==> src/hw/rtl/pli_pkg.sv <==
// ----------------------------------------------------------------------------
// Piecewise linear interpolator package
// Shared constants and the request and response types of the serial unit.
// ----------------------------------------------------------------------------
package pli_pkg;

    localparam int POINTS   = 8;
    localparam int ADDR_W   = 3;
    localparam int COUNT_W  = 4;
    localparam int ENERGY_W = 32;
    localparam int LEVEL_W  = 16;
    localparam int FRAC_W   = 16;

    localparam logic [LEVEL_W-1:0] LEVEL_ONE = 16'd16384;

    localparam logic OP_WRITE = 1'b0;
    localparam logic OP_QUERY = 1'b1;

    typedef struct packed {
        logic                go;
        logic [ENERGY_W-1:0] num;
        logic [ENERGY_W-1:0] den;
        logic [LEVEL_W-1:0]  left;
        logic [LEVEL_W-1:0]  right;
    } arith_req_t;

    typedef struct packed {
        logic               done;
        logic [LEVEL_W-1:0] level;
    } arith_rsp_t;

endpackage

==> src/hw/rtl/pli_table.sv <==
// ----------------------------------------------------------------------------
// Breakpoint table
// Energy and level memories with one write port and one registered read port.
// ----------------------------------------------------------------------------
module pli_table (
    input  logic                          clk,
    input  logic                          wr_en,
    input  logic [pli_pkg::ADDR_W-1:0]    wr_addr,
    input  logic [pli_pkg::ENERGY_W-1:0]  wr_energy,
    input  logic [pli_pkg::LEVEL_W-1:0]   wr_level,
    input  logic [pli_pkg::ADDR_W-1:0]    rd_addr,
    output logic [pli_pkg::ENERGY_W-1:0]  rd_energy,
    output logic [pli_pkg::LEVEL_W-1:0]   rd_level
);

    logic [pli_pkg::ENERGY_W-1:0] energy_mem [pli_pkg::POINTS];
    logic [pli_pkg::LEVEL_W-1:0]  level_mem  [pli_pkg::POINTS];
    logic [pli_pkg::ENERGY_W-1:0] rd_energy_reg;
    logic [pli_pkg::LEVEL_W-1:0]  rd_level_reg;

    always_ff @(posedge clk)
    begin
        if (wr_en)
        begin
            energy_mem[wr_addr] <= wr_energy;
            level_mem[wr_addr]  <= wr_level;
        end
        rd_energy_reg <= energy_mem[rd_addr];
        rd_level_reg  <= level_mem[rd_addr];
    end

    assign rd_energy = rd_energy_reg;
    assign rd_level  = rd_level_reg;

endmodule

==> src/hw/rtl/pli_serial.sv <==
// ----------------------------------------------------------------------------
// Serial interpolation unit
// Bit-serial restoring divider for the fraction, then a bit-serial multiply.
// ----------------------------------------------------------------------------
module pli_serial (
    input  logic                clk,
    input  logic                rst_n,
    input  pli_pkg::arith_req_t req,
    output pli_pkg::arith_rsp_t rsp
);

    localparam logic [1:0] A_IDLE = 2'd0;
    localparam logic [1:0] A_DIV  = 2'd1;
    localparam logic [1:0] A_MUL  = 2'd2;
    localparam logic [1:0] A_FIN  = 2'd3;

    localparam int QUO_W = pli_pkg::FRAC_W + 1;
    localparam int REM_W = pli_pkg::ENERGY_W + 1;
    localparam int ACC_W = pli_pkg::LEVEL_W + QUO_W;
    localparam int CNT_W = $clog2(QUO_W);
    localparam logic [CNT_W-1:0] CNT_LAST = CNT_W'(QUO_W - 1);

    logic [1:0]                   phase_reg, phase_next;
    logic [CNT_W-1:0]             cnt_reg, cnt_next;
    logic [REM_W-1:0]             rem_reg, rem_next;
    logic [pli_pkg::ENERGY_W-1:0] den_reg, den_next;
    logic [QUO_W-1:0]             quo_reg, quo_next;
    logic [ACC_W-1:0]             acc_reg, acc_next;
    logic [pli_pkg::LEVEL_W-1:0]  diff_reg, diff_next;
    logic [pli_pkg::LEVEL_W-1:0]  left_reg, left_next;
    logic                         down_reg, down_next;
    logic                         done_reg, done_next;
    logic [pli_pkg::LEVEL_W-1:0]  level_reg, level_next;

    logic [REM_W-1:0]             trial;
    logic                         ge;
    logic [pli_pkg::LEVEL_W:0]    ceil_part;

    always_comb
    begin
        trial     = (cnt_reg == '0) ? rem_reg : {rem_reg[REM_W-2:0], 1'b0};
        ge        = trial >= {1'b0, den_reg};
        ceil_part = {1'b0, acc_reg[pli_pkg::FRAC_W +: pli_pkg::LEVEL_W]}
                    + {{pli_pkg::LEVEL_W{1'b0}}, (acc_reg[pli_pkg::FRAC_W-1:0] != '0)};

        phase_next = phase_reg;
        cnt_next   = cnt_reg;
        rem_next   = rem_reg;
        den_next   = den_reg;
        quo_next   = quo_reg;
        acc_next   = acc_reg;
        diff_next  = diff_reg;
        left_next  = left_reg;
        down_next  = down_reg;
        done_next  = 1'b0;
        level_next = level_reg;

        case (phase_reg)
            A_IDLE:
            begin
                if (req.go)
                begin
                    phase_next = A_DIV;
                    cnt_next   = '0;
                    rem_next   = {1'b0, req.num};
                    den_next   = req.den;
                    quo_next   = '0;
                    left_next  = req.left;
                    down_next  = req.right < req.left;
                    diff_next  = (req.right < req.left) ? (req.left - req.right)
                                                        : (req.right - req.left);
                end
            end
            A_DIV:
            begin
                rem_next = ge ? (trial - {1'b0, den_reg}) : trial;
                quo_next = {quo_reg[QUO_W-2:0], ge};
                cnt_next = cnt_reg + 1'b1;
                if (cnt_reg == CNT_LAST)
                begin
                    phase_next = A_MUL;
                    cnt_next   = '0;
                    acc_next   = '0;
                end
            end
            A_MUL:
            begin
                acc_next = {acc_reg[ACC_W-2:0], 1'b0}
                           + (quo_reg[QUO_W-1] ? ACC_W'(diff_reg) : '0);
                quo_next = {quo_reg[QUO_W-2:0], 1'b0};
                cnt_next = cnt_reg + 1'b1;
                if (cnt_reg == CNT_LAST)
                begin
                    phase_next = A_FIN;
                end
            end
            A_FIN:
            begin
                phase_next = A_IDLE;
                done_next  = 1'b1;
                if (down_reg)
                begin
                    level_next = left_reg - ceil_part[pli_pkg::LEVEL_W-1:0];
                end
                else
                begin
                    level_next = left_reg + acc_reg[pli_pkg::FRAC_W +: pli_pkg::LEVEL_W];
                end
            end
            default:
            begin
                phase_next = A_IDLE;
            end
        endcase
    end

    always_ff @(posedge clk or negedge rst_n)
    begin
        if (!rst_n)
        begin
            phase_reg <= A_IDLE;
            cnt_reg   <= '0;
            done_reg  <= 1'b0;
        end
        else
        begin
            phase_reg <= phase_next;
            cnt_reg   <= cnt_next;
            done_reg  <= done_next;
        end
    end

    always_ff @(posedge clk)
    begin
        rem_reg   <= rem_next;
        den_reg   <= den_next;
        quo_reg   <= quo_next;
        acc_reg   <= acc_next;
        diff_reg  <= diff_next;
        left_reg  <= left_next;
        down_reg  <= down_next;
        level_reg <= level_next;
    end

    assign rsp.done  = done_reg;
    assign rsp.level = level_reg;

endmodule

==> src/hw/rtl/piecewise_linear_interpolator.sv <==
// ----------------------------------------------------------------------------
// Piecewise linear interpolator
// Breakpoint table with lookup and linear interpolation of a Q2.14 level.
// ----------------------------------------------------------------------------
// A breakpoint write's result, all zeros, is strobed on done in the cycle
// after start. A query with an empty table has its result strobed in the
// cycle after start; otherwise the first and then the last table entry are
// checked, and a query at or beyond an end of the table ends there. Else the
// table is scanned entry by entry for the segment that holds the query and,
// unless the segment has zero width, the bit-serial divider, the bit-serial
// multiplier, the rounding step and the hand-back of the result follow. The
// table memory is read one entry per cycle. busy is high from the transfer
// until the result; the result is shown for exactly one cycle and cannot be
// stalled. The point count may be written while busy is low.
// ----------------------------------------------------------------------------
module piecewise_linear_interpolator (
    input  logic                          clk,
    input  logic                          rst_n,
    input  logic                          start,
    output logic                          busy,
    input  logic                          op,
    input  logic [pli_pkg::ADDR_W-1:0]    slot,
    input  logic [pli_pkg::ENERGY_W-1:0]  point_energy,
    input  logic [pli_pkg::LEVEL_W-1:0]   point_level,
    input  logic [pli_pkg::ENERGY_W-1:0]  query_energy,
    input  logic                          cfg_valid,
    output logic                          cfg_ready,
    input  logic [pli_pkg::COUNT_W-1:0]   cfg_data,
    output logic                          done,
    output logic [pli_pkg::LEVEL_W-1:0]   level,
    output logic                          clamped_low,
    output logic                          clamped_high,
    output logic                          no_segment
);

    localparam logic [2:0] S_IDLE  = 3'd0;
    localparam logic [2:0] S_CHK0  = 3'd1;
    localparam logic [2:0] S_CHKN  = 3'd2;
    localparam logic [2:0] S_SCAN  = 3'd3;
    localparam logic [2:0] S_ARITH = 3'd4;

    localparam logic [pli_pkg::COUNT_W-1:0] COUNT_MAX = pli_pkg::COUNT_W'(pli_pkg::POINTS);

    logic [2:0]                   state_reg, state_next;
    logic [pli_pkg::COUNT_W-1:0]  points_reg, points_next;
    logic [pli_pkg::COUNT_W-1:0]  n_reg, n_next;
    logic [pli_pkg::ADDR_W-1:0]   idx_reg, idx_next;
    logic [pli_pkg::ENERGY_W-1:0] q_reg, q_next;
    logic [pli_pkg::ENERGY_W-1:0] prev_e_reg, prev_e_next;
    logic [pli_pkg::LEVEL_W-1:0]  prev_l_reg, prev_l_next;
    logic                         done_reg, done_next;
    logic [pli_pkg::LEVEL_W-1:0]  level_reg, level_next;
    logic                         lo_reg, lo_next;
    logic                         hi_reg, hi_next;
    logic                         none_reg, none_next;

    logic                         accept;
    logic                         wr_en;
    logic [pli_pkg::ADDR_W-1:0]   rd_addr;
    logic [pli_pkg::ADDR_W-1:0]   last_addr;
    logic [pli_pkg::ENERGY_W-1:0] rd_energy;
    logic [pli_pkg::LEVEL_W-1:0]  rd_level;
    logic [pli_pkg::COUNT_W-1:0]  n_sat;
    pli_pkg::arith_req_t          req;
    pli_pkg::arith_rsp_t          rsp;

    assign busy      = state_reg != S_IDLE;
    assign cfg_ready = !busy;
    assign accept    = start && !busy;
    assign wr_en     = accept && (op == pli_pkg::OP_WRITE);
    assign n_sat     = (points_reg > COUNT_MAX) ? COUNT_MAX : points_reg;
    assign last_addr = pli_pkg::ADDR_W'(n_reg - 1'b1);

    pli_table u_table (
        .clk       (clk),
        .wr_en     (wr_en),
        .wr_addr   (slot),
        .wr_energy (point_energy),
        .wr_level  (point_level),
        .rd_addr   (rd_addr),
        .rd_energy (rd_energy),
        .rd_level  (rd_level)
    );

    pli_serial u_serial (
        .clk   (clk),
        .rst_n (rst_n),
        .req   (req),
        .rsp   (rsp)
    );

    always_comb
    begin
        case (state_reg)
            S_CHK0:  rd_addr = last_addr;
            S_CHKN:  rd_addr = pli_pkg::ADDR_W'(1);
            S_SCAN:  rd_addr = idx_reg + 1'b1;
            default: rd_addr = '0;
        endcase
    end

    always_comb
    begin
        state_next  = state_reg;
        points_next = points_reg;
        n_next      = n_reg;
        idx_next    = idx_reg;
        q_next      = q_reg;
        prev_e_next = prev_e_reg;
        prev_l_next = prev_l_reg;
        done_next   = 1'b0;
        level_next  = level_reg;
        lo_next     = lo_reg;
        hi_next     = hi_reg;
        none_next   = none_reg;

        req.go    = 1'b0;
        req.num   = q_reg - prev_e_reg;
        req.den   = rd_energy - prev_e_reg;
        req.left  = prev_l_reg;
        req.right = rd_level;

        if (cfg_valid && cfg_ready)
        begin
            points_next = cfg_data;
        end

        case (state_reg)
            S_IDLE:
            begin
                if (accept)
                begin
                    q_next = query_energy;
                    n_next = n_sat;
                    if (op == pli_pkg::OP_WRITE)
                    begin
                        done_next  = 1'b1;
                        level_next = '0;
                        lo_next    = 1'b0;
                        hi_next    = 1'b0;
                        none_next  = 1'b0;
                    end
                    else if (n_sat == '0)
                    begin
                        done_next  = 1'b1;
                        level_next = pli_pkg::LEVEL_ONE;
                        lo_next    = 1'b0;
                        hi_next    = 1'b0;
                        none_next  = 1'b1;
                    end
                    else
                    begin
                        state_next = S_CHK0;
                    end
                end
            end
            S_CHK0:
            begin
                prev_e_next = rd_energy;
                prev_l_next = rd_level;
                lo_next     = 1'b0;
                hi_next     = 1'b0;
                none_next   = 1'b0;
                level_next  = rd_level;
                if (n_reg == pli_pkg::COUNT_W'(1))
                begin
                    done_next  = 1'b1;
                    lo_next    = q_reg <= rd_energy;
                    hi_next    = q_reg >= rd_energy;
                    state_next = S_IDLE;
                end
                else if (q_reg <= rd_energy)
                begin
                    done_next  = 1'b1;
                    lo_next    = 1'b1;
                    state_next = S_IDLE;
                end
                else
                begin
                    state_next = S_CHKN;
                end
            end
            S_CHKN:
            begin
                if (q_reg >= rd_energy)
                begin
                    done_next  = 1'b1;
                    level_next = rd_level;
                    hi_next    = 1'b1;
                    state_next = S_IDLE;
                end
                else
                begin
                    idx_next   = pli_pkg::ADDR_W'(1);
                    state_next = S_SCAN;
                end
            end
            S_SCAN:
            begin
                if ((q_reg >= prev_e_reg) && (q_reg <= rd_energy))
                begin
                    if (rd_energy == prev_e_reg)
                    begin
                        done_next  = 1'b1;
                        level_next = prev_l_reg;
                        state_next = S_IDLE;
                    end
                    else
                    begin
                        req.go     = 1'b1;
                        state_next = S_ARITH;
                    end
                end
                else if (idx_reg == last_addr)
                begin
                    done_next  = 1'b1;
                    level_next = pli_pkg::LEVEL_ONE;
                    none_next  = 1'b1;
                    state_next = S_IDLE;
                end
                else
                begin
                    idx_next    = idx_reg + 1'b1;
                    prev_e_next = rd_energy;
                    prev_l_next = rd_level;
                end
            end
            S_ARITH:
            begin
                if (rsp.done)
                begin
                    done_next  = 1'b1;
                    level_next = rsp.level;
                    state_next = S_IDLE;
                end
            end
            default:
            begin
                state_next = S_IDLE;
            end
        endcase
    end

    always_ff @(posedge clk or negedge rst_n)
    begin
        if (!rst_n)
        begin
            state_reg  <= S_IDLE;
            points_reg <= '0;
            done_reg   <= 1'b0;
        end
        else
        begin
            state_reg  <= state_next;
            points_reg <= points_next;
            done_reg   <= done_next;
        end
    end

    always_ff @(posedge clk)
    begin
        n_reg      <= n_next;
        idx_reg    <= idx_next;
        q_reg      <= q_next;
        prev_e_reg <= prev_e_next;
        prev_l_reg <= prev_l_next;
        level_reg  <= level_next;
        lo_reg     <= lo_next;
        hi_reg     <= hi_next;
        none_reg   <= none_next;
    end

    assign done         = done_reg;
    assign level        = level_reg;
    assign clamped_low  = lo_reg;
    assign clamped_high = hi_reg;
    assign no_segment   = none_reg;

    // A result always coincides with the return to idle.
    assert property (@(posedge clk) disable iff (!rst_n) done |-> !busy)
        else $error("result strobed while still busy");

    // A breakpoint write gives an all-zero result in the next cycle.
    assert property (@(posedge clk) disable iff (!rst_n)
        (start && !busy && (op == pli_pkg::OP_WRITE)) |=>
        (done && (level == '0) && !clamped_low && !clamped_high && !no_segment))
        else $error("write result missing or not zero");

    // With no segment found the level is 1.0 and no clamp flag is raised.
    assert property (@(posedge clk) disable iff (!rst_n)
        (done && no_segment) |->
        ((level == pli_pkg::LEVEL_ONE) && !clamped_low && !clamped_high))
        else $error("no-segment result malformed");

    // An accepted query either finishes at once or keeps the block busy.
    assert property (@(posedge clk) disable iff (!rst_n)
        (start && !busy && (op == pli_pkg::OP_QUERY)) |=> (busy || done))
        else $error("query transfer lost");

endmodule

==> config.mk <==
export PLATFORM = sky130hd
export DESIGN_NAME = piecewise_linear_interpolator
export DESIGN_NICKNAME = d
export VERILOG_FILES = /design/src/hw/rtl/pli_pkg.sv /design/src/hw/rtl/pli_table.sv /design/src/hw/rtl/pli_serial.sv /design/src/hw/rtl/piecewise_linear_interpolator.sv
export SDC_FILE = /design/constraint.sdc
export NUM_CORES = 1
export LEC_CHECK = 0
export BUFFER_PORTS_ARGS = -buffer_cell sky130_fd_sc_hd__buf_2
export CAP_MARGIN = 20
export CORE_UTILIZATION = 50
export DETAILED_ROUTE_END_ITERATION = 7
export PLACE_DENSITY_LB_ADDON = 0.3
export SYNTH_ARGS = -nofsm -noshare
export SYNTH_HDL_FRONTEND = slang
export SYNTH_HIERARCHICAL = 1
export SYNTH_SLANG_ARGS = --single-unit
==> constraint.sdc <==
create_clock -name clk -period 4.6 [get_ports clk]
set_input_delay 0.69 -clock clk [delete_from_list [all_inputs] [get_ports clk]]
set_output_delay 0.69 -clock clk [all_outputs]
set_load 0.05 [all_outputs]
==> impl_metrics.toml, run 1 <==
[status]
status = "finished with violations"
violations = "design-rule violations"

[critical_path]
r2r_start = "u_serial/cnt_reg[0]$_DFFE_PN0P_"
required_ns = 4.95
critical-path-top-delay-family = "compound AO/OA/AOI/OAI gates"
cp.arrival_ns = 4.72
cpPeakStageDelay_ns = 0.44
r2r.worst_path.cells = 15
path_buf_inv = 3
critPathLaunchType = "register"
cpMaxStageDelayCell = "a2111o_1"
rrSetupSlack_ns = 0.24
reg2reg_to = "u_serial/rem_reg[14]$_DFFE_PP_"
path_max_fanout = 27
critPathCaptureType = "register"
critical_path_class = "reg2reg"
crit_chain = "inv_1 > ha_1 > nor4b_4 > buf_12 > mux2_2 > ha_1 > a2111o_1 > o2111ai_1 > a211o_1 > a2111o_1 > a21oi_2 > or2_1 > buf_4 > mux2i_1 > mux2i_1"

[floorplanning]
io_pins = 114
start_util_pct = 50.7
die_area_um2 = 75500
die_h_um = 275
fp-row-count = 99
core_um2 = 73300
die_w_um = 275

[detailed_routing]
antenna_left = 0
drt-wirelength-per-cell_um = 21.7
drtIter0Drc = 2014
vias = 23500
vias_per_cell = 5.89
drt_wl_total_um = 86800
drc_errors = 21
drtPass1Iterations = 8

[cts]
ctsHoldBuffers = 0
clock_path_buffers = 3
clock-root-buffer = "clkbuf_16"
cts_num_sinks = 717
cts_made_buffers = 75
htree_levels = 3
cts_tree = "done"
cts.clk_slew.worst_paths_ns = 0.06
clock_latency_ns = 0.62

[timing]
finalWorstSetupSlack_ns = 0.236
slew_headroom_pct = 31.9
setup_violations = 0
min_period_ns = 4.36
fin_crit_sh_pct = 94.9
tightest_slew_ns = 0.996
grt_setup_unrepaired = "false"
hold_violations = 0
fin_skew_ns = 0.0244
slew_viol_final = 0
max_freq_mhz = 229

[flow_run]
cap_viol_max_count = 0

[synth]
synth.net_count = 3172
synthFlopType = "edfxtp_1"
ys_seq_area_share_pct = 56.4
syn_area_per_cell_um2 = 13.1
synth_cell_type_count = 97
yosys_warnings = 6
ys_async_sr_fraction_pct = 2.23
synth_edf_count = 653
syn_area_um2 = 37200
synthCells = 2846
ys_ff_latch = 717

[finish]
final_cells = 3997
fin_util_pct = 56.6
nets = 3305
drive_gt1_share_pct = 16.4
largest_reg_flops = 256
syn2layout_area_growth_pct = 11.5

[grt]
grt_usage_pct = 23.0
first_global_vias = 23600
grt_overflow = 0
grt_max_degree = 97
antenna_found_initial = 4
grt_pass1_wl_um = 134000

[place]
dpl_worst_slack_ns = 0.269
place.port_buffers = 113
dp_hpwl_um = 60900
gp_congestion = 0.908
dp_cells = 3861

[power_and_ir_drop]
ir_worst_vdd_mv = 0.445
total_power_uw = 31800
p_leak_uw = 0.0158
powerDensity_nw_per_um2 = 767

[min_path]
hold_path.class = "in2async"
==> cells in the mapped netlist (all sizes together) (12+ instances only) <==
cell type    n  area (um^2)
nand2      167          627
nor2       146          548
o21a        24          180
a21o        69          521
buf         30          246
a21boi      12         90.1
mux2i       24          240
dfxtp       48          961
a21oi      158          810
a222oi      17          170
nor2b       28          183
nor3        33          165
nor4        12         81.3
o21bai      21          158
xor2        49          429
nand3       32          160
nand4       33          206
xnor2       86          753
mux4        96         2170
or3         15         93.8
inv        247          927
o31ai       13         97.6
ha         225         2820
a31oi       44          275
o21ai      110          558
clkbuf      67          251
and3        26          168
nand2b      41          257
edfxtp     653        19600
and2        50          313
mux2        87         1130
a211oi      22          170
dfrtp       16          400
o211ai      16          120
==> per-stage QoR <==
| step | area [um^2] | hold slack, ns | setup TNS, ns |
|---|---|---|---|
| 6_report | 41500 | 0.0553 | 0 |
| 3_5_place_dp | 39000 | 0.466 | 0 |
| 5_1_grt | 41500 | 0.0505 | 0 |
| 4_1_cts | 41500 | 0.0215 | 0 |
| 2_1_floorplan | 37200 | 0.394 | -40.14 |
| 3_3_place_gp | 39000 | 0.461 | 0 |
==> report_power, final <==
part	total [uW]	leakage (uW)	internal [uW]	switching (uW)
registers	10000	0.00659	9100	946
logic	15700	0.00804	6460	9290
clock network	6010	0.00120	3470	2540
total	31800	0.0158	19000	12800
==> logic make-up (layout without fill, tap and decap cells) <==
logic type / after synthesis / in the layout / share of synthesized area, %
other: 0 / 1 / 0
AOI/OAI and AO/OA: 591 / 591 / 10.8
buffers and inverters: 344 / 535 / 3.83
DFF: 717 / 717 / 56.4
muxes: 207 / 207 / 9.52
xor gates and xnor gates: 135 / 135 / 3.18
adders and majority gates: 235 / 235 / 8.08
and+or+nand+nor: 617 / 617 / 8.26
==> how the worst max path moves through the flow <==
| stage | start | cells after the start | end | slack (ns) |
|---|---|---|---|---|
| detailed placement | u_serial/cnt_reg[0]$_DFFE_PN0P_ | 14 | u_serial/rem_reg[23]$_DFFE_PP_ | 0.27 |
| CTS | u_serial/cnt_reg[0]$_DFFE_PN0P_ | 14 | u_serial/rem_reg[23]$_DFFE_PP_ | 0.24 |
| global route | u_serial/cnt_reg[0]$_DFFE_PN0P_ | 15 | u_serial/rem_reg[14]$_DFFE_PP_ | 0.01 |
| finish | u_serial/cnt_reg[0]$_DFFE_PN0P_ | 15 | u_serial/rem_reg[14]$_DFFE_PP_ | 0.24 |
| floorplan | state_reg[2]$_DFFE_PN0P_ | 6 | u_table/energy_mem[1][0]$_DFFE_PP_ | -0.14 |
| global placement | u_serial/cnt_reg[0]$_DFFE_PN0P_ | 14 | u_serial/rem_reg[23]$_DFFE_PP_ | 0.35 |
==> per-layer routing <==
layer / part of all wire, % / routed length, um / vias to the layer above / global-route usage, %
met1: 45 / 39400 / 11600 / 32.9
met4: 2.4 / 2060 / 6 / 6.62
li1: - / - / 11000 / -
met5: 0.037 / 32 / - / 0
met3: 6.5 / 5610 / 139 / 3.55
met2: 46 / 39700 / 810 / 36.3
==> cell usage in the layout, fill, tap and decap left out, types with 24 or more instances in the layout <==
cell type / netlist / routed
and3_1: 25 / 25
nor3_1: 33 / 31
inv_1: 246 / 245
nand2b_1: 41 / 41
buf_4: 2 / 33
nor2b_1: 27 / 27
mux2_2: 47 / 47
edfxtp_1: 653 / 653
a21oi_1: 155 / 155
and2_1: 48 / 48
o21ai_0: 108 / 108
nand3_1: 32 / 32
mux2_4: 40 / 40
a21o_1: 67 / 67
clkbuf_16: 0 / 77
buf_2: 18 / 113
nor2_1: 146 / 138
dfxtp_1: 48 / 48
nand2_1: 167 / 166
mux4_2: 93 / 93
xnor2_1: 86 / 86
ha_1: 225 / 224
nand4_1: 33 / 33
o21a_1: 24 / 24
xor2_1: 49 / 49
a31oi_1: 44 / 44
==> final cells by class <==
cell class                 count  area, um^2
fill                        5893       31900
sequential                   717       21000
antenna                        1        2.50
clock inverter                38         413
clock buffer                  97        2050
inverter                     247         931
timing repair buffer         153         953
multi-input combinational   1785       15000
tap                          959        1200
==> what timing repair did <==
action                     in CTS  in global routing
setup endpoints to repair       0                  1
resized for setup               0                  1
buffers inserted                0                  0
No activity file was read; power rests on OpenSTA's default activity.
==> inputs of run 2 (changes only) <==
CORE_MARGIN = 4   (was not set)
RECOVER_POWER = 100   (was not set)
==> impl_metrics.toml, run 2 (synthesis results as in run 1) <==
[status]
status = "finished with violations"
violations = "max-capacitance violations, max-slew violations"

[critical_path]
r2r_start = "u_serial/cnt_reg[0]$_DFFE_PN0P_"
critPathLaunchType = "register"
r2r.worst_path.cells = 14
cpMaxStageDelayCell = "fa_1"
path_buf_inv = 2
required_ns = 4.98
cp_common_cell = "a21oi_1"
crit_chain = "inv_1 > ha_1 > nor4b_4 > buf_12 > mux2_1 > fa_1 > a21o_1 > a221o_1 > a21oi_1 > a21oi_1 > or3_1 > a221oi_1 > a31o_2 > a21boi_0"
path_max_fanout = 28
cpPeakStageDelay_ns = 0.46
critical-path-top-delay-family = "compound AO/OA/AOI/OAI gates"
rrSetupSlack_ns = 0.19
critPathCaptureType = "register"
critical_path_class = "reg2reg"
reg2reg_to = "u_serial/rem_reg[32]$_SDFFCE_PN0P_"
cp.arrival_ns = 4.78

[floorplanning]
fp-row-count = 99
start_util_pct = 50.7
io_pins = 114
die_w_um = 281
die_h_um = 281
die_area_um2 = 78800
core_um2 = 73300

[grt]
antenna_found_initial = 4
first_global_vias = 23700
grt_overflow = 0
grt_max_degree = 74
grt_pass1_wl_um = 135000
grt_usage_pct = 21.8

[timing]
grt_setup_unrepaired = "false"
max_freq_mhz = 227
hold_violations = 0
finalWorstSetupSlack_ns = 0.194
fin_crit_sh_pct = 95.8
setup_violations = 0
tightest_slew_ns = 2.72
slew_viol_final = 525
hold_slack_ns = 0.222
finalSetupTns_ns = 0
fin_skew_ns = 0.0422
min_period_ns = 4.41
slew_headroom_pct = -86.8

[detailed_routing]
drtPass1Iterations = 7
drtIter0Drc = 1995
drc_errors = 0
drt-wirelength-per-cell_um = 21.4
drt_wl_total_um = 85700
vias_per_cell = 5.87
vias = 23500
antenna_left = 0

[finish]
syn2layout_area_growth_pct = 10.5
final_common_cell = "edfxtp_1"
largest_reg_flops = 256
nets = 3305
final_cell_area_um2 = 41100
fin_util_pct = 56.1
drive_gt1_share_pct = 11.9
fill_cells = 5918
final_cell_mix = "edfxtp_1, inv_1, ha_1"

[cts]
clock_path_buffers = 3
htree_levels = 3
clock-root-buffer = "clkbuf_16"
cts.clk_slew.worst_paths_ns = 0.07
clock_latency_ns = 0.64
cts_made_buffers = 76
cts_tree = "done"
cts_num_sinks = 717

[min_path]
hold_path.class = "in2reg"
worstHoldStart = "query_energy[1]"
worstHoldPathCells = 1
min_to = "q_reg[1]$_DFFE_PP_"

[place]
dp_hpwl_um = 59900
placed_area_um2 = 39000
dpl_worst_slack_ns = 0.258
place.port_buffers = 113
gp_congestion = 0.917

[flow_run]
cap_viol_max_count = 12

[power_and_ir_drop]
powerDensity_nw_per_um2 = 766
p_leak_uw = 0.0154
ir_worst_vdd_mv = 0.429
run 2: changes by cell type in the layout (fill, tap and decap cells not counted), moves of 3 or more:
cell / before / now
and2_0: 2 / 19
and2_1: 48 / 31
buf_12: 7 / 3
buf_2: 113 / 32
buf_4: 33 / 15
clkbuf_1: 15 / 106
clkbuf_2: 0 / 11
clkinv_1: 8 / 2
inv_16: 1 / 4
mux2_1: 0 / 42
mux2_2: 47 / 41
mux2_4: 40 / 4
run 2: repair_timing:
action / 4_1_cts / 5_1_grt
setup buffers: 0 / 1
endpoints found under the hold margin: 3 / 0
setup endpoints to repair: 0 / 1
gates resized for setup: 0 / 1
hold buffers: 1 / 0
run 2: per-layer routing:
metal,vias up,global-route usage (%),routed length [um]
li1,11000,-,-
met1,11600,31.4,38700
met2,730,34.7,39900
met3,109,3.62,5350
met4,6,5.60,1740
met5,-,0,41
run 2: power breakdown:
part | switching, uW | internal (uW) | leakage [uW]
logic | 9090 | 6170 | 0.00760
clock network | 2590 | 3610 | 0.00125
registers | 936 | 9120 | 0.00659
run 2: worst max path at each step:
stage | to | cells past startpoint | startpoint
2_1_floorplan | u_table/energy_mem[1][0]$_DFFE_PP_ | 6 | state_reg[2]$_DFFE_PN0P_
3_3_place_gp | u_serial/rem_reg[1]$_DFFE_PP_ | 14 | u_serial/cnt_reg[0]$_DFFE_PN0P_
3_5_place_dp | u_serial/rem_reg[1]$_DFFE_PP_ | 14 | u_serial/cnt_reg[0]$_DFFE_PN0P_
4_1_cts | u_serial/rem_reg[1]$_DFFE_PP_ | 14 | u_serial/cnt_reg[0]$_DFFE_PN0P_
5_1_grt | u_serial/rem_reg[14]$_DFFE_PP_ | 15 | u_serial/cnt_reg[1]$_DFFE_PN0P_
6_report | u_serial/rem_reg[32]$_SDFFCE_PN0P_ | 14 | u_serial/cnt_reg[0]$_DFFE_PN0P_
run 2: area by class of cell:
cell class	count	area (um^2)	area share, %
multi-input combinational	1785	14700	35.8
inverter	247	935	2.27
clock buffer	100	2050	4.99
sequential	717	21000	51.0
tap	959	1200	2.92
clock inverter	40	518	1.26
timing repair buffer	152	743	1.81
antenna	1	2.50	0.00608
run 2: metrics by stage:
stage,cells,power (uW)
3_5_place_dp,3858,25600
6_report,4001,31500
5_1_grt,4000,33600
4_1_cts,3999,31900
3_3_place_gp,3858,25200
2_1_floorplan,2846,21500
